$ cat src/hw/rtl/utf8v_pkg.sv
// Shared types and constants for the UTF-8 stream validator.
// Used by the front classifier, the item queue and the back checker.
`default_nettype none

package utf8v_pkg;

  // Width of the running byte position inside the stream.
  localparam int POSITION_BITS = 32;
  // Width of the reported error position.
  localparam int ERR_POS_BITS  = 32;

  // Depth of the queue between the front and back parts.
  localparam int QUEUE_DEPTH = 2;
  localparam int QPTR_W      = (QUEUE_DEPTH > 1) ? $clog2(QUEUE_DEPTH) : 1;
  localparam int QCNT_W      = $clog2(QUEUE_DEPTH + 1);

  typedef logic [POSITION_BITS-1:0] pos_t;

  // Broad kind of a byte when seen as a lead.
  typedef enum logic [1:0] {
    KIND_ASCII,
    KIND_CONT,
    KIND_LEAD,
    KIND_BAD
  } kind_t;

  // Constraint on the byte following a lead.
  typedef enum logic [2:0] {
    SB_NONE,
    SB_A0_BF,
    SB_80_9F,
    SB_90_BF,
    SB_80_8F
  } sbc_t;

  localparam int SBC_COUNT = 5;

  // One classified item as it travels from the front to the back.
  typedef struct packed {
    logic                 last;
    kind_t                kind;
    logic [1:0]           expect_cnt;
    sbc_t                 sbc;
    logic [SBC_COUNT-1:0] cont_ok;
  } item_t;

endpackage

`default_nettype wire

$ cat src/hw/rtl/utf8v_front.sv
// Front part of the UTF-8 stream validator: classifies each incoming byte.
// Depends on utf8v_pkg; feeds utf8v_queue.
`default_nettype none

module utf8v_front
  import utf8v_pkg::*;
(
  input  wire logic       in_valid,
  output logic            in_ready,
  input  wire logic [7:0] in_data_byte,
  input  wire logic       in_last,
  output logic            push_valid,
  input  wire logic       push_ready,
  output item_t           push_item
);

  logic in_cont_range;

  assign in_cont_range = (in_data_byte[7:6] == 2'b10);
  assign in_ready      = push_ready;
  assign push_valid    = in_valid;

  always_comb begin
    push_item            = '0;
    push_item.last       = in_last;
    push_item.kind       = KIND_BAD;
    push_item.expect_cnt = 2'd0;
    push_item.sbc        = SB_NONE;

    if (in_data_byte <= 8'h7F) begin
      push_item.kind = KIND_ASCII;
    end else if (in_data_byte <= 8'hBF) begin
      push_item.kind = KIND_CONT;
    end else if (in_data_byte >= 8'hC2 && in_data_byte <= 8'hDF) begin
      push_item.kind       = KIND_LEAD;
      push_item.expect_cnt = 2'd1;
    end else if (in_data_byte >= 8'hE0 && in_data_byte <= 8'hEF) begin
      push_item.kind       = KIND_LEAD;
      push_item.expect_cnt = 2'd2;
      if (in_data_byte == 8'hE0) begin
        push_item.sbc = SB_A0_BF;
      end else if (in_data_byte == 8'hED) begin
        push_item.sbc = SB_80_9F;
      end
    end else if (in_data_byte >= 8'hF0 && in_data_byte <= 8'hF4) begin
      push_item.kind       = KIND_LEAD;
      push_item.expect_cnt = 2'd3;
      if (in_data_byte == 8'hF0) begin
        push_item.sbc = SB_90_BF;
      end else if (in_data_byte == 8'hF4) begin
        push_item.sbc = SB_80_8F;
      end
    end

    // Continuation checks against every possible pending constraint, so the
    // back part only has to select one.
    push_item.cont_ok[SB_NONE]  = in_cont_range;
    push_item.cont_ok[SB_A0_BF] = in_cont_range && (in_data_byte >= 8'hA0);
    push_item.cont_ok[SB_80_9F] = in_cont_range && (in_data_byte <= 8'h9F);
    push_item.cont_ok[SB_90_BF] = in_cont_range && (in_data_byte >= 8'h90);
    push_item.cont_ok[SB_80_8F] = in_cont_range && (in_data_byte <= 8'h8F);
  end

endmodule

`default_nettype wire

$ cat src/hw/rtl/utf8v_queue.sv
// Short queue of classified items between the front and back parts.
// Depends on utf8v_pkg.
`default_nettype none

module utf8v_queue
  import utf8v_pkg::*;
(
  input  wire logic  clk,
  input  wire logic  rst_n,
  input  wire logic  push_valid,
  output logic       push_ready,
  input  wire item_t push_item,
  output logic       pop_valid,
  input  wire logic  pop_ready,
  output item_t      pop_item
);

  item_t             entry_r [QUEUE_DEPTH];
  logic [QPTR_W-1:0] wr_ptr_r, wr_ptr_nxt;
  logic [QPTR_W-1:0] rd_ptr_r, rd_ptr_nxt;
  logic [QCNT_W-1:0] count_r, count_nxt;
  logic              push_fire, pop_fire;

  assign push_ready = (count_r != QCNT_W'(QUEUE_DEPTH));
  assign pop_valid  = (count_r != '0);
  assign pop_item   = entry_r[rd_ptr_r];
  assign push_fire  = push_valid && push_ready;
  assign pop_fire   = pop_valid && pop_ready;

  always_comb begin
    wr_ptr_nxt = wr_ptr_r;
    rd_ptr_nxt = rd_ptr_r;
    count_nxt  = count_r;
    if (push_fire) begin
      wr_ptr_nxt = (wr_ptr_r == QPTR_W'(QUEUE_DEPTH - 1)) ? '0 : wr_ptr_r + QPTR_W'(1);
    end
    if (pop_fire) begin
      rd_ptr_nxt = (rd_ptr_r == QPTR_W'(QUEUE_DEPTH - 1)) ? '0 : rd_ptr_r + QPTR_W'(1);
    end
    if (push_fire && !pop_fire) begin
      count_nxt = count_r + QCNT_W'(1);
    end else if (pop_fire && !push_fire) begin
      count_nxt = count_r - QCNT_W'(1);
    end
  end

  always_ff @(posedge clk) begin
    if (!rst_n) begin
      wr_ptr_r <= '0;
      rd_ptr_r <= '0;
      count_r  <= '0;
    end else begin
      wr_ptr_r <= wr_ptr_nxt;
      rd_ptr_r <= rd_ptr_nxt;
      count_r  <= count_nxt;
    end
  end

  always_ff @(posedge clk) begin
    if (push_fire) begin
      entry_r[wr_ptr_r] <= push_item;
    end
  end

  a_count_bound: assert property (@(posedge clk) disable iff (!rst_n)
    count_r <= QCNT_W'(QUEUE_DEPTH))
    else $error("queue count beyond depth");

  a_count_track: assert property (@(posedge clk) disable iff (!rst_n)
    (push_fire && !pop_fire) |=> (count_r == $past(count_r) + QCNT_W'(1)))
    else $error("queue count missed a push");

  a_ptr_gap: assert property (@(posedge clk) disable iff (!rst_n)
    (count_r == '0) |-> (wr_ptr_r == rd_ptr_r))
    else $error("empty queue with pointers apart");

endmodule

`default_nettype wire

$ cat src/hw/rtl/utf8v_back.sv
// Back part of the UTF-8 stream validator: sequence tracking and result register.
// Depends on utf8v_pkg; takes items from utf8v_queue.
`default_nettype none

module utf8v_back
  import utf8v_pkg::*;
(
  input  wire logic                    clk,
  input  wire logic                    rst_n,
  input  wire logic                    pop_valid,
  output logic                         pop_ready,
  input  wire item_t                   pop_item,
  output logic                         out_valid,
  input  wire logic                    out_ready,
  output logic                         out_valid_res,
  output logic [ERR_POS_BITS-1:0]      out_error_position
);

  pos_t                    byte_count_r, byte_count_nxt;
  pos_t                    seq_start_r, seq_start_nxt;
  logic [1:0]              expect_r, expect_nxt;
  sbc_t                    sbc_r, sbc_nxt;
  logic                    err_r, err_nxt;
  pos_t                    err_pos_r, err_pos_nxt;
  logic                    out_valid_r;
  logic                    valid_res_r, valid_res_nxt;
  logic [ERR_POS_BITS-1:0] error_position_r, error_position_nxt;
  logic                    pop_fire;
  logic                    cont_ok;
  pos_t                    pos;

  // Only an item that ends the stream needs room in the result register.
  assign pop_ready = !pop_item.last || !out_valid_r || out_ready;
  assign pop_fire  = pop_valid && pop_ready;

  assign out_valid          = out_valid_r;
  assign out_valid_res      = valid_res_r;
  assign out_error_position = error_position_r;

  always_comb begin
    case (sbc_r)
      SB_A0_BF: cont_ok = pop_item.cont_ok[SB_A0_BF];
      SB_80_9F: cont_ok = pop_item.cont_ok[SB_80_9F];
      SB_90_BF: cont_ok = pop_item.cont_ok[SB_90_BF];
      SB_80_8F: cont_ok = pop_item.cont_ok[SB_80_8F];
      default:  cont_ok = pop_item.cont_ok[SB_NONE];
    endcase
  end

  always_comb begin
    byte_count_nxt     = byte_count_r;
    seq_start_nxt      = seq_start_r;
    expect_nxt         = expect_r;
    sbc_nxt            = sbc_r;
    err_nxt            = err_r;
    err_pos_nxt        = err_pos_r;
    valid_res_nxt      = valid_res_r;
    error_position_nxt = error_position_r;
    // The position saturates rather than wrapping on very long streams.
    pos = (byte_count_r == '1) ? byte_count_r : byte_count_r + pos_t'(1);

    if (pop_fire) begin
      byte_count_nxt = pos;
      if (!err_r) begin
        if (expect_r == 2'd0) begin
          seq_start_nxt = pos;
          sbc_nxt       = SB_NONE;
          case (pop_item.kind)
            KIND_ASCII: begin
              expect_nxt = 2'd0;
            end
            KIND_LEAD: begin
              expect_nxt = pop_item.expect_cnt;
              sbc_nxt    = pop_item.sbc;
            end
            default: begin
              err_nxt     = 1'b1;
              err_pos_nxt = pos;
              expect_nxt  = 2'd0;
            end
          endcase
        end else if (cont_ok) begin
          expect_nxt = expect_r - 2'd1;
          sbc_nxt    = SB_NONE;
        end else begin
          err_nxt     = 1'b1;
          err_pos_nxt = seq_start_r;
          expect_nxt  = 2'd0;
          sbc_nxt     = SB_NONE;
        end
      end

      if (pop_item.last) begin
        // A sequence still owing bytes at the end is truncated.
        if (!err_nxt && expect_nxt != 2'd0) begin
          err_nxt     = 1'b1;
          err_pos_nxt = seq_start_nxt;
        end
        valid_res_nxt      = !err_nxt;
        error_position_nxt = err_nxt ? ERR_POS_BITS'(err_pos_nxt) : '0;
        byte_count_nxt     = '0;
        seq_start_nxt      = '0;
        expect_nxt         = 2'd0;
        sbc_nxt            = SB_NONE;
        err_nxt            = 1'b0;
        err_pos_nxt        = '0;
      end
    end
  end

  always_ff @(posedge clk) begin
    if (!rst_n) begin
      byte_count_r <= '0;
      seq_start_r  <= '0;
      expect_r     <= 2'd0;
      sbc_r        <= SB_NONE;
      err_r        <= 1'b0;
      err_pos_r    <= '0;
      out_valid_r  <= 1'b0;
    end else begin
      byte_count_r <= byte_count_nxt;
      seq_start_r  <= seq_start_nxt;
      expect_r     <= expect_nxt;
      sbc_r        <= sbc_nxt;
      err_r        <= err_nxt;
      err_pos_r    <= err_pos_nxt;
      if (pop_fire && pop_item.last) begin
        out_valid_r <= 1'b1;
      end else if (out_ready) begin
        out_valid_r <= 1'b0;
      end
    end
  end

  always_ff @(posedge clk) begin
    valid_res_r      <= valid_res_nxt;
    error_position_r <= error_position_nxt;
  end

  a_result_follows_last: assert property (@(posedge clk) disable iff (!rst_n)
    (pop_fire && pop_item.last) |=> (out_valid_r && expect_r == 2'd0 && !err_r
                                     && byte_count_r == '0))
    else $error("stream end did not give a result and clear the state");

  a_no_owe_after_error: assert property (@(posedge clk) disable iff (!rst_n)
    err_r |-> (expect_r == 2'd0 && sbc_r == SB_NONE))
    else $error("sequence still pending after an error");

  a_valid_has_zero_pos: assert property (@(posedge clk) disable iff (!rst_n)
    (out_valid_r && valid_res_r) |-> (error_position_r == '0))
    else $error("valid stream reported with a position");

  a_constraint_needs_owed: assert property (@(posedge clk) disable iff (!rst_n)
    (sbc_r != SB_NONE) |-> (expect_r >= 2'd2))
    else $error("second byte constraint without a pending sequence");

endmodule

`default_nettype wire

$ cat src/hw/rtl/utf8_stream_validator.sv
// UTF-8 stream validator top level: front classifier, item queue, back checker.
// Result: the verdict is registered when the item marked last is taken from the queue.
// Throughput: one byte item per cycle, unless an item marked last waits on an untaken result.
// Stall: an item marked last waits in the queue while an earlier result is untaken.
// Reset: synchronous active-low rst_n empties the queue and clears all stream state.
`default_nettype none

module utf8_stream_validator
  import utf8v_pkg::*;
(
  input  wire logic                    clk,
  input  wire logic                    rst_n,
  input  wire logic                    in_valid,
  output logic                         in_ready,
  input  wire logic [7:0]              in_data_byte,
  input  wire logic                    in_last,
  output logic                         out_valid,
  input  wire logic                    out_ready,
  output logic                         out_valid_res,
  output logic [ERR_POS_BITS-1:0]      out_error_position
);

  logic  push_valid, push_ready;
  item_t push_item;
  logic  pop_valid, pop_ready;
  item_t pop_item;

  utf8v_front u_front (
    .in_valid     (in_valid),
    .in_ready     (in_ready),
    .in_data_byte (in_data_byte),
    .in_last      (in_last),
    .push_valid   (push_valid),
    .push_ready   (push_ready),
    .push_item    (push_item)
  );

  utf8v_queue u_queue (
    .clk        (clk),
    .rst_n      (rst_n),
    .push_valid (push_valid),
    .push_ready (push_ready),
    .push_item  (push_item),
    .pop_valid  (pop_valid),
    .pop_ready  (pop_ready),
    .pop_item   (pop_item)
  );

  utf8v_back u_back (
    .clk                (clk),
    .rst_n              (rst_n),
    .pop_valid          (pop_valid),
    .pop_ready          (pop_ready),
    .pop_item           (pop_item),
    .out_valid          (out_valid),
    .out_ready          (out_ready),
    .out_valid_res      (out_valid_res),
    .out_error_position (out_error_position)
  );

endmodule

`default_nettype wire

$ cat config.mk
export PLATFORM = sky130hd
export DESIGN_NAME = utf8_stream_validator
export DESIGN_NICKNAME = d
export VERILOG_FILES = /design/src/hw/rtl/utf8v_pkg.sv /design/src/hw/rtl/utf8v_front.sv /design/src/hw/rtl/utf8v_queue.sv /design/src/hw/rtl/utf8v_back.sv /design/src/hw/rtl/utf8_stream_validator.sv
export SDC_FILE = /design/constraint.sdc
export NUM_CORES = 1
export LEC_CHECK = 0
export ABC_AREA = 1
export CORE_MARGIN = 2
export CORE_UTILIZATION = 55
export CTS_CLUSTER_SIZE = 8
export DETAILED_ROUTE_END_ITERATION = 8
export DONT_BUFFER_PORTS = 1
export GPL_ROUTABILITY_DRIVEN = 0
export HOLD_SLACK_MARGIN = 0.06
export MAX_ROUTING_LAYER = met4
export PLACE_DENSITY = 0.7
export SYNTH_ARGS = -nofsm -noshare
export SYNTH_HDL_FRONTEND = slang
export SYNTH_SLANG_ARGS = --single-unit
$ cat constraint.sdc
create_clock -name clk -period 3.8 [get_ports clk]
set_input_delay 0.76 -clock clk [delete_from_list [all_inputs] [get_ports clk]]
set_output_delay 0.76 -clock clk [all_outputs]
set_load 0.05 [all_outputs]
# Word-level counts from Yosys, hierarchy flattened
# Memory sizes are Yosys's and may differ from the RTL's. A register that Yosys moved wholly into a read port is not among the register bits.
# Cells that the tools add are included.
word_totals:
  regBits: 140
  latchBits: 0
  ramBits: 26
  mem_bits_ro: 0
  output_inout_bits: 35
  mem_count: 1
op_classes:
  add_sub_neg: 6
  n_mul: 0
  div_mod_pow: 0
  n_lt_le_gt_ge: 12
  n_eq_ne: 13
  shifts: 0
  muxes: 53
  n_bitwise: 0
  reduce_logical: 30
mem_list:
  columns: ["memory", "words", "width", "rd", "rd_ports_with_merged_regs", "wr", "line", "rtl"]
  rows:
  - ["u_queue.entry_r", 2, 13, 1, 1, 1, "utf8v_queue.sv:18", "item_t entry_r [QUEUE_DEPTH];"]
op_table:
  columns: ["cell", "count"]
  rows:
  - ["$mux W32", 11]
  - ["$le A8 B8 Y1 const B", 6]
  - ["$ge A8 B8 Y1 const B", 5]
  - ["$add A32 B1 Y32 const B", 1]
  - ["$eq A32 B32 Y1 const B", 1]
  - ["$eq A8 B8 Y1 const B", 4]
  - ["$mux W3", 8]
  - ["$mux W2", 11]
  - ["$mux W1", 17]
  - ["$logic_and A1 B1 Y1", 13]
  - ["$mux W5", 2]
  - ["$le A8 B7 Y1 const B", 1]
  - ["$reduce_bool A2 Y1", 4]
  - ["$mux W7", 1]
  - ["$eq A3 B2 Y1 const B", 2]
  - ["$logic_not A1 Y1", 6]
  - ["$mux W6", 1]
  - ["$eq A2 B2 Y1 const B", 2]
  - ["$logic_not A2 Y1", 2]
  - ["$mux W4", 1]
  - ["$pmux W1 S4", 1]
  - ["$reduce_and A2 Y1", 2]
  - ["$sub A2 B1 Y2 const B", 2]
  - ["$eq A3 B1 Y1 const B", 1]
  - ["other kinds (7)", 9]

# Depth between registers and ports, before layout
# Gate-level depths: netlist of run 1.
logic_depth:
  ltp_word: 12
  mapped_depth: 17
  mapped_depth_nobuf: 14

# Cells and area by module
# From an unflattened synthesis of run 1, not the netlist that was laid out.
hier_totals:
  cells_unflattened: 1382
  hier_area_um2: 9562.9
modules_own_cells:
  columns: ["module", "instances", "cells_each", "area_each_um2"]
  rows:
  - ["utf8v_back", 1, 1265, 8146.6]
  - ["utf8v_queue", 1, 77, 1221.2]
  - ["utf8v_front", 1, 40, 195.2]

# Least setup slack after synthesis of run 1
# OpenSTA, ideal clock, no wires.
synth_timing:
  kind: "input-to-reg"
  start: "input port out_ready"
  end: "register u_queue.count_r[1]"
  setup_time_ns: 0.122
  arrival_ns: 2.155
  path_slack_ns: 1.523
  path_stages: 10
  path_cell_list: "inv_1 > nand2_1 > o22ai_1 > buf_2 > clkbuf_1 > ha_1 > a21oi_1 > o21ai_0 > o21ai_0 > a21oi_1"
synth_via:
  elab_chain_cells: 5
synth_rtl:
  columns: ["element", "line", "rtl"]
  rows:
  - ["start: declaration", "utf8_stream_validator.sv:18", "input wire logic out_ready,"]
  - ["$logic_or A1 B1 Y1 *", "utf8v_back.sv:33", "assign pop_ready = !pop_item.last || !out_valid_r || out_ready;"]
  - ["$logic_and A1 B1 Y1 *", "utf8v_queue.sv:28", "assign pop_fire = pop_valid && pop_ready;"]
  - ["$logic_not A1 Y1", "utf8v_queue.sv:40", "if (push_fire && !pop_fire) begin"]
  - ["$logic_and A1 B1 Y1", "utf8v_queue.sv:40", null]
  - ["$mux W2 or $reduce_bool A2 Y1 (tied branches)", null, null]
  - ["end signal: assignment", "utf8v_queue.sv:55", "count_r <= count_nxt;"]
  - ["end: declaration", "utf8v_queue.sv:21", "logic [QCNT_W-1:0] count_r, count_nxt;"]
# Mark *: on every way between the ends. The rest lies on a longest branch, timed or not.
# A chain may end at the register's enable or synchronous reset.

==> results.ini, run 1 <==
[status]
status=completed

[clock_network]
cts_resized=0
cts.reportedPaths.clkPinSlew_ns=0.07
cts.sinks=167
cts_root_buf=clkbuf_16
holdBufCountCts=0
cts-buffers-inserted=17
insertion_delay_ns=0.43
ctsLongestPathBuffers=2
cts_setup_buffers=0
cts_tree=done
ctsHtreeMaxLevel=4

[route]
dr_total_vias=8315
drtPass1Iterations=5
top_layer=met4
wl_met3_microns=1250
wl_met1_microns=10600
wl_microns=23400
initialDrtViolationCount=848
avgRoutedWirePerCell_microns=15.5
drc=0
wl_met2_microns=11200
antenna_left=0
viasPerCell=5.50

[critical_path]
cpPeakStageDelay_ns=0.62
worstPathCellList=inv_2, nand2_1, nand3_1, nand2_1, inv_1, nand2_1, nand2_4, a21oi_4, nand2_2, nand2_1, nand3_1, nand2_1, o21ai_1
cpMostUsedCell=nand2_1
crit_required_ns=3.97
worst-path-buf-inv=2
criticalPathCategory=register to register
reg2reg_depth=13
cp.depth=13
worstSetupEndpointType=register
worstReg2RegEnd=u_back.out_error_position[7]$_SDFFCE_PN0P_
cp_max_fo=29
cpMaxStageDelayCell=dfxtp_1
rrSetupSlack_ns=0.65
cp-start-kind=register
critPathTopFamily=simple AND/OR/NAND/NOR gates
crit_arrival_ns=3.32

[timing]
fin_crit_sh_pct=82.8
hold_violations=0
rsz0062_at_grt=false
period_needed_ns=3.15
fin_worst_skew_ns=0.00887
relSlewSlack_pct=27.6
slew_violations=0
fin_ws_ns=0.653
tightest_slew_ns=1.09
max_freq_mhz=318
fin_setup_tns_ns=0
setup_viol=0
holdWs_ns=0.421

[global_routing]
grt_overflow=0
grt_antenna_before_repair=0
grt_pass1_vias=7317
grt_use_total_pct=27.9
grt_max_degree=100
grt_pass1_wl_microns=37600

[yosys]
yosys-top-cells-count=512 x nand2_1, 116 x a21oi_1, 108 x dfxtp_1
synth_top_cells_by_area=dfxtp_1 24%, nand2_1 21%, edfxtp_1 20%, a21oi_1 6.5%, nand3_1 4.9%
seq_area_frac_synth_pct=44.0
synth_seq_cells=167
synth_top_area_share_pct=24.2
ys.warnings.count=0
avgSynthCellArea_sq_um=6.84
yosys.area.top_type=dfxtp_1
ys_types=38
synthCells=1308
yosysMostFrequentCell=nand2_1
synth_ff_type=dfxtp_1
ys_async_sr_fraction_pct=0
synth_edf_count=59
syn_area_sq_mm=0.00895
syn_nets=1324

[final_layout]
antennaDiodeCount=0
nNetsFinal=1298
multiInputGateArea_sq_mm=0.00434
drive_gt1_share_pct=7.10
seq_area_sq_mm=0.00393
final_core_util_pct=61.3
syn_to_final_growth_pct=8.80
fillers=1491

[worst_hold_path]
min_from=in_last
holdPathEnd=u_queue.entry_r[0][12]$_DFFE_PP_
whs_path_depth=0
hold_path.class=input pin to register

[die]
fp.dieW_microns=132
initial_core_util_pct=56.3
core_sq_mm=0.0159
die-area_sq_mm=0.0173
die_h_microns=132
ios=48
rows=46

[run]
max_cap_viol_count=0

[power_and_ir_drop]
cellPowerDensity_mw_per_mm2=797
peakVddDrop_v=0.000997
p_leak_nw=3.58

[placement]
place.port_buffers=0
hpwl_microns=15300
dp_slack_ns=0.732

## cell usage in the layout, fill, tap and decap left out, drive strengths merged
master    instances
xnor2             4
a211oi            3
nand3            88
and3              1
a31oi             1
edfxtp           59
or2              11
o211ai            4
nor2             84
o311ai            1
o22ai             1
a21oi           117
nand2           520
clkbuf           17
nor3             10
nand3b            6
buf              21
a2111oi           1
inv             116
o21ai            95
a22oi             3
xor2              1
dfxtp           108
bufinv            2
o2111ai           3
ha                3
clkinvlp          1
o41ai             1
nand4             9
clkinv            4
## report_power, final
group          leakage [nW]  internal [W]  switching, W
Sequential             1.44       0.00225      0.000646
Combinational          1.85      0.000721       0.00236
Clock                 0.296      0.000997      0.000781
Total                  3.58       0.00396       0.00379
## kinds of logic (layout without fill, tap and decap cells)
| group | count (synthesis) | count (layout) | synth area share (%) |
|---|---|---|---|
| buffers and inverters | 174 | 161 | 7.89 |
| flip-flops | 167 | 167 | 44.0 |
| AO/OA/AOI/OAI | 230 | 230 | 14.0 |
| adder cells (fa/ha/maj) | 3 | 3 | 0.420 |
| AND/OR/NAND/NOR | 729 | 729 | 33.3 |
| XOR/XNOR | 5 | 5 | 0.489 |
## layer usage
metal | up-vias | GRT usage [%]
met5 | - | -
met4 | 0 | 5.86
met3 | 18 | 5.17
met2 | 240 | 45.0
met1 | 3864 | 36.8
li1 | 4193 | -
## state kept, by name (all words and copies together), names as in the netlist, named ones only
register / cells
u_back.byte_count_r: 32
u_back.err_pos_r: 32
u_back.out_error_position: 32
u_back.seq_start_r: 32
u_queue.entry_r: 26
u_back.sbc_r: 3
u_back.expect_r: 2
u_queue.count_r: 2
u_back.err_r: 1
u_back.out_valid: 1
u_back.out_valid_res: 1
u_queue.rd_ptr_r: 1
u_queue.wr_ptr_r: 1
## worst max path at each step
stage,slack (ns),endpoint,startpoint
after detailed placement,0.73,u_back.out_error_position[29]$_SDFFCE_PN0P_,register
after global placement,0.83,u_back.out_error_position[0]$_SDFFCE_PN0P_,register
final,0.65,u_back.out_error_position[7]$_SDFFCE_PN0P_,register
after global routing,0.40,u_back.out_error_position[22]$_SDFFCE_PN0P_,register
after CTS,0.71,u_back.out_error_position[22]$_SDFFCE_PN0P_,register
after floorplan,1.52,u_queue.count_r[1]$_SDFFE_PN0P_,out_ready
## stage by stage
step / cell area [sq um] / instances / power, W
final: 9730 / 1511 / 0.00775
after global routing: 9730 / 1511 / 0.00817
after CTS: 9730 / 1511 / 0.00772
after detailed placement: 9130 / 1479 / 0.00595
after global placement: 9130 / 1479 / 0.00593
after floorplan: 8950 / 1308 / 0.00506
## worst register-to-register path, cell delays in order (launching register included)
cell     delay (ns)
dfxtp_1        0.62
inv_2          0.17
nand2_1        0.10
nand3_1        0.08
nand2_1        0.06
inv_1          0.03
nand2_1        0.12
nand2_4        0.11
a21oi_4        0.50
nand2_2        0.61
nand2_1        0.24
nand3_1        0.12
nand2_1        0.07
o21ai_1        0.06
## final cells by class
cell class	count	share of cell area [%]
multi-input cells	967	44.5
flip-flops and latches	167	40.4
clock buffers	17	4.37
inverters	108	4.18
well taps	216	2.78
repair buffers	21	1.88
clock inverters	15	1.85
(Power assumes the default switching activity.)
==> inputs of run 2 (changes only) <==
==> constraint.sdc (replaced) <==
create_clock -name clk -period 3.3 [get_ports clk]
set_input_delay 0.66 -clock clk [delete_from_list [all_inputs] [get_ports clk]]
set_output_delay 0.66 -clock clk [all_outputs]
set_load 0.05 [all_outputs]
==> run 2 against run 1 <==
Compared with the run above: wire length fell by 0.23%; die area did not move; critical path type unchanged; non-clock buffer count rose by 2; power rose by 15%.
==> results.ini, run 2 (synthesized netlist as in run 1, its figures left out) <==
[power_and_ir_drop]
peakVddDrop_v=0.00131
clockPowerShare_pct=21.8
power_frac_seq_pct=37.1
p_sw_w=0.00439
cellInternalPower_w=0.00452
p_sw_share_pct=49.3
p_leak_nw=3.57
cellPowerDensity_mw_per_mm2=916
combPwrFrac_pct=41.1

[route]
drtPass1Iterations=6
antenna_left=0
initialDrtViolationCount=784
wl_microns=23300
dr_total_vias=8367
avgRoutedWirePerCell_microns=15.4
drc=0
viasPerCell=5.53

[timing]
holdWs_ns=0.321
tightest_slew_ns=1.08
fin_crit_sh_pct=78.5
setup_viol=0
relSlewSlack_pct=28.2
max_freq_mhz=386
fin_setup_tns_ns=0
rsz0062_at_grt=false
slew_violations=0
fin_worst_skew_ns=0.0105
period_needed_ns=2.59
hold_violations=0

[clock_network]
ctsHtreeMaxLevel=4
holdBufCountCts=0
cts_root_buf=clkbuf_16
cts.reportedPaths.clkPinSlew_ns=0.07
cts_tree=done
cts_resized=0
ctsLongestPathBuffers=2
insertion_delay_ns=0.43
cts-buffers-inserted=17
cts.sinks=167
cts_setup_buffers=0

[final_layout]
syn_to_final_growth_pct=8.67
layout_commonest_cell=nand2_1
antennaDiodeCount=0
nNetsFinal=1300
most-common-layout-cells=512 x nand2_1, 115 x a21oi_1, 108 x dfxtp_1
drive_gt1_share_pct=7.02
final_core_util_pct=61.2
post-route-cell-area_sq_mm=0.00972
fillers=1517

[global_routing]
grt_use_total_pct=27.9
grt_antenna_before_repair=0
grt_pass1_vias=7648
grt_max_degree=100
grt_overflow=0
grt_pass1_wl_microns=38300

[critical_path]
crit_required_ns=3.46
criticalPathCategory=register to register
crit_arrival_ns=2.75
worstSetupEndpointType=register
cp-start-kind=register
cpPeakStageDelay_ns=0.46
worstPathCellList=buf_4, nand2_1, nand2_2, inv_2, nand2_1, inv_1, o2111ai_1, nand3_1, o21ai_0, nand2_2, nand2_4, o21ai_0
cp_max_fo=26
cpMaxStageDelayCell=nand2_4

[die]
rows=46
ios=48
core_sq_mm=0.0159
die_h_microns=132
initial_core_util_pct=56.3
fp.dieW_microns=132
die-area_sq_mm=0.0173

[placement]
placed_cell_area_sq_mm=0.00916
hpwl_microns=14900
place.port_buffers=0

[run]
max_cap_viol_count=0

[worst_hold_path]
hold_path.class=input pin to register
min_from=in_last

[status]
status=completed

-- run 2: cell count changes in the layout (fill, tap and decap cells not counted), sizes merged --
cell | previous run | this run
buf | 21 | 23
bufinv | 2 | 1
clkinv | 4 | 7
inv | 116 | 114
-- run 2: worst max-delay path: cells and delay by family (launching register included) --
| family | cells | cell delay (ns) |
|---|---|---|
| AND/OR/NAND/NOR | 6 | 1.23 |
| AO/OA/AOI/OAI | 3 | 0.38 |
| flip-flops | 1 | 0.35 |
| buffers and inverters | 3 | 0.34 |
-- run 2: layer usage --
layer  share of wire [%]  vias up  GRT usage, %  routed length (microns)
met1                  44     3853          36.1                    10300
met5                   0        -             -                        0
met3                 5.9       54          5.21                     1370
li1                    -     4177             -                        -
met4                 2.5        0          9.12                      575
met2                  47      283          44.4                    11000
-- run 2: worst paths after layout --
check | to | depth (start not counted) | slack, ns
hold reg to reg | u_queue.rd_ptr_r$_SDFFE_PN0P_ | 1 | 0.45
setup / recovery | u_back.out_error_position[2]$_SDFFCE_PN0P_ | 12 | 0.71
setup reg to reg | u_back.out_error_position[2]$_SDFFCE_PN0P_ | 12 | 0.71
hold / removal | u_queue.entry_r[0][12]$_DFFE_PP_ | 0 | 0.32
-- run 2: layout make-up --
| type | instances | area, sq um | share of cell area [%] |
|---|---|---|---|
| clock buffer | 17 | 425 | 4.38 |
| clock inverter | 15 | 141 | 1.45 |
| inverter | 108 | 407 | 4.18 |
| multi-input combinational | 967 | 4340 | 44.6 |
| sequential | 167 | 3930 | 40.5 |
| tap | 216 | 270 | 2.78 |
| timing repair buffer | 23 | 210 | 2.16 |
-- run 2: power by group through the flow --
stage,registers [W],clock network (W),logic [W]
2_1_floorplan,0.00326,0,0.00257
3_3_place_gp,0.00334,0,0.00359
3_5_place_dp,0.00335,0,0.00361
4_1_cts,0.00331,0.00196,0.00363
5_1_grt,0.00334,0.00205,0.00398
6_report,0.00330,0.00194,0.00366
-- run 2: stage by stage --
step                      instances  power (W)  setup slack [ns]
after floorplan                1308    0.00583              1.12
after global placement         1481    0.00693             0.786
after detailed placement       1481    0.00696             0.764
after CTS                      1513    0.00890             0.747
after global routing           1513    0.00937             0.410
final                          1513    0.00890             0.708
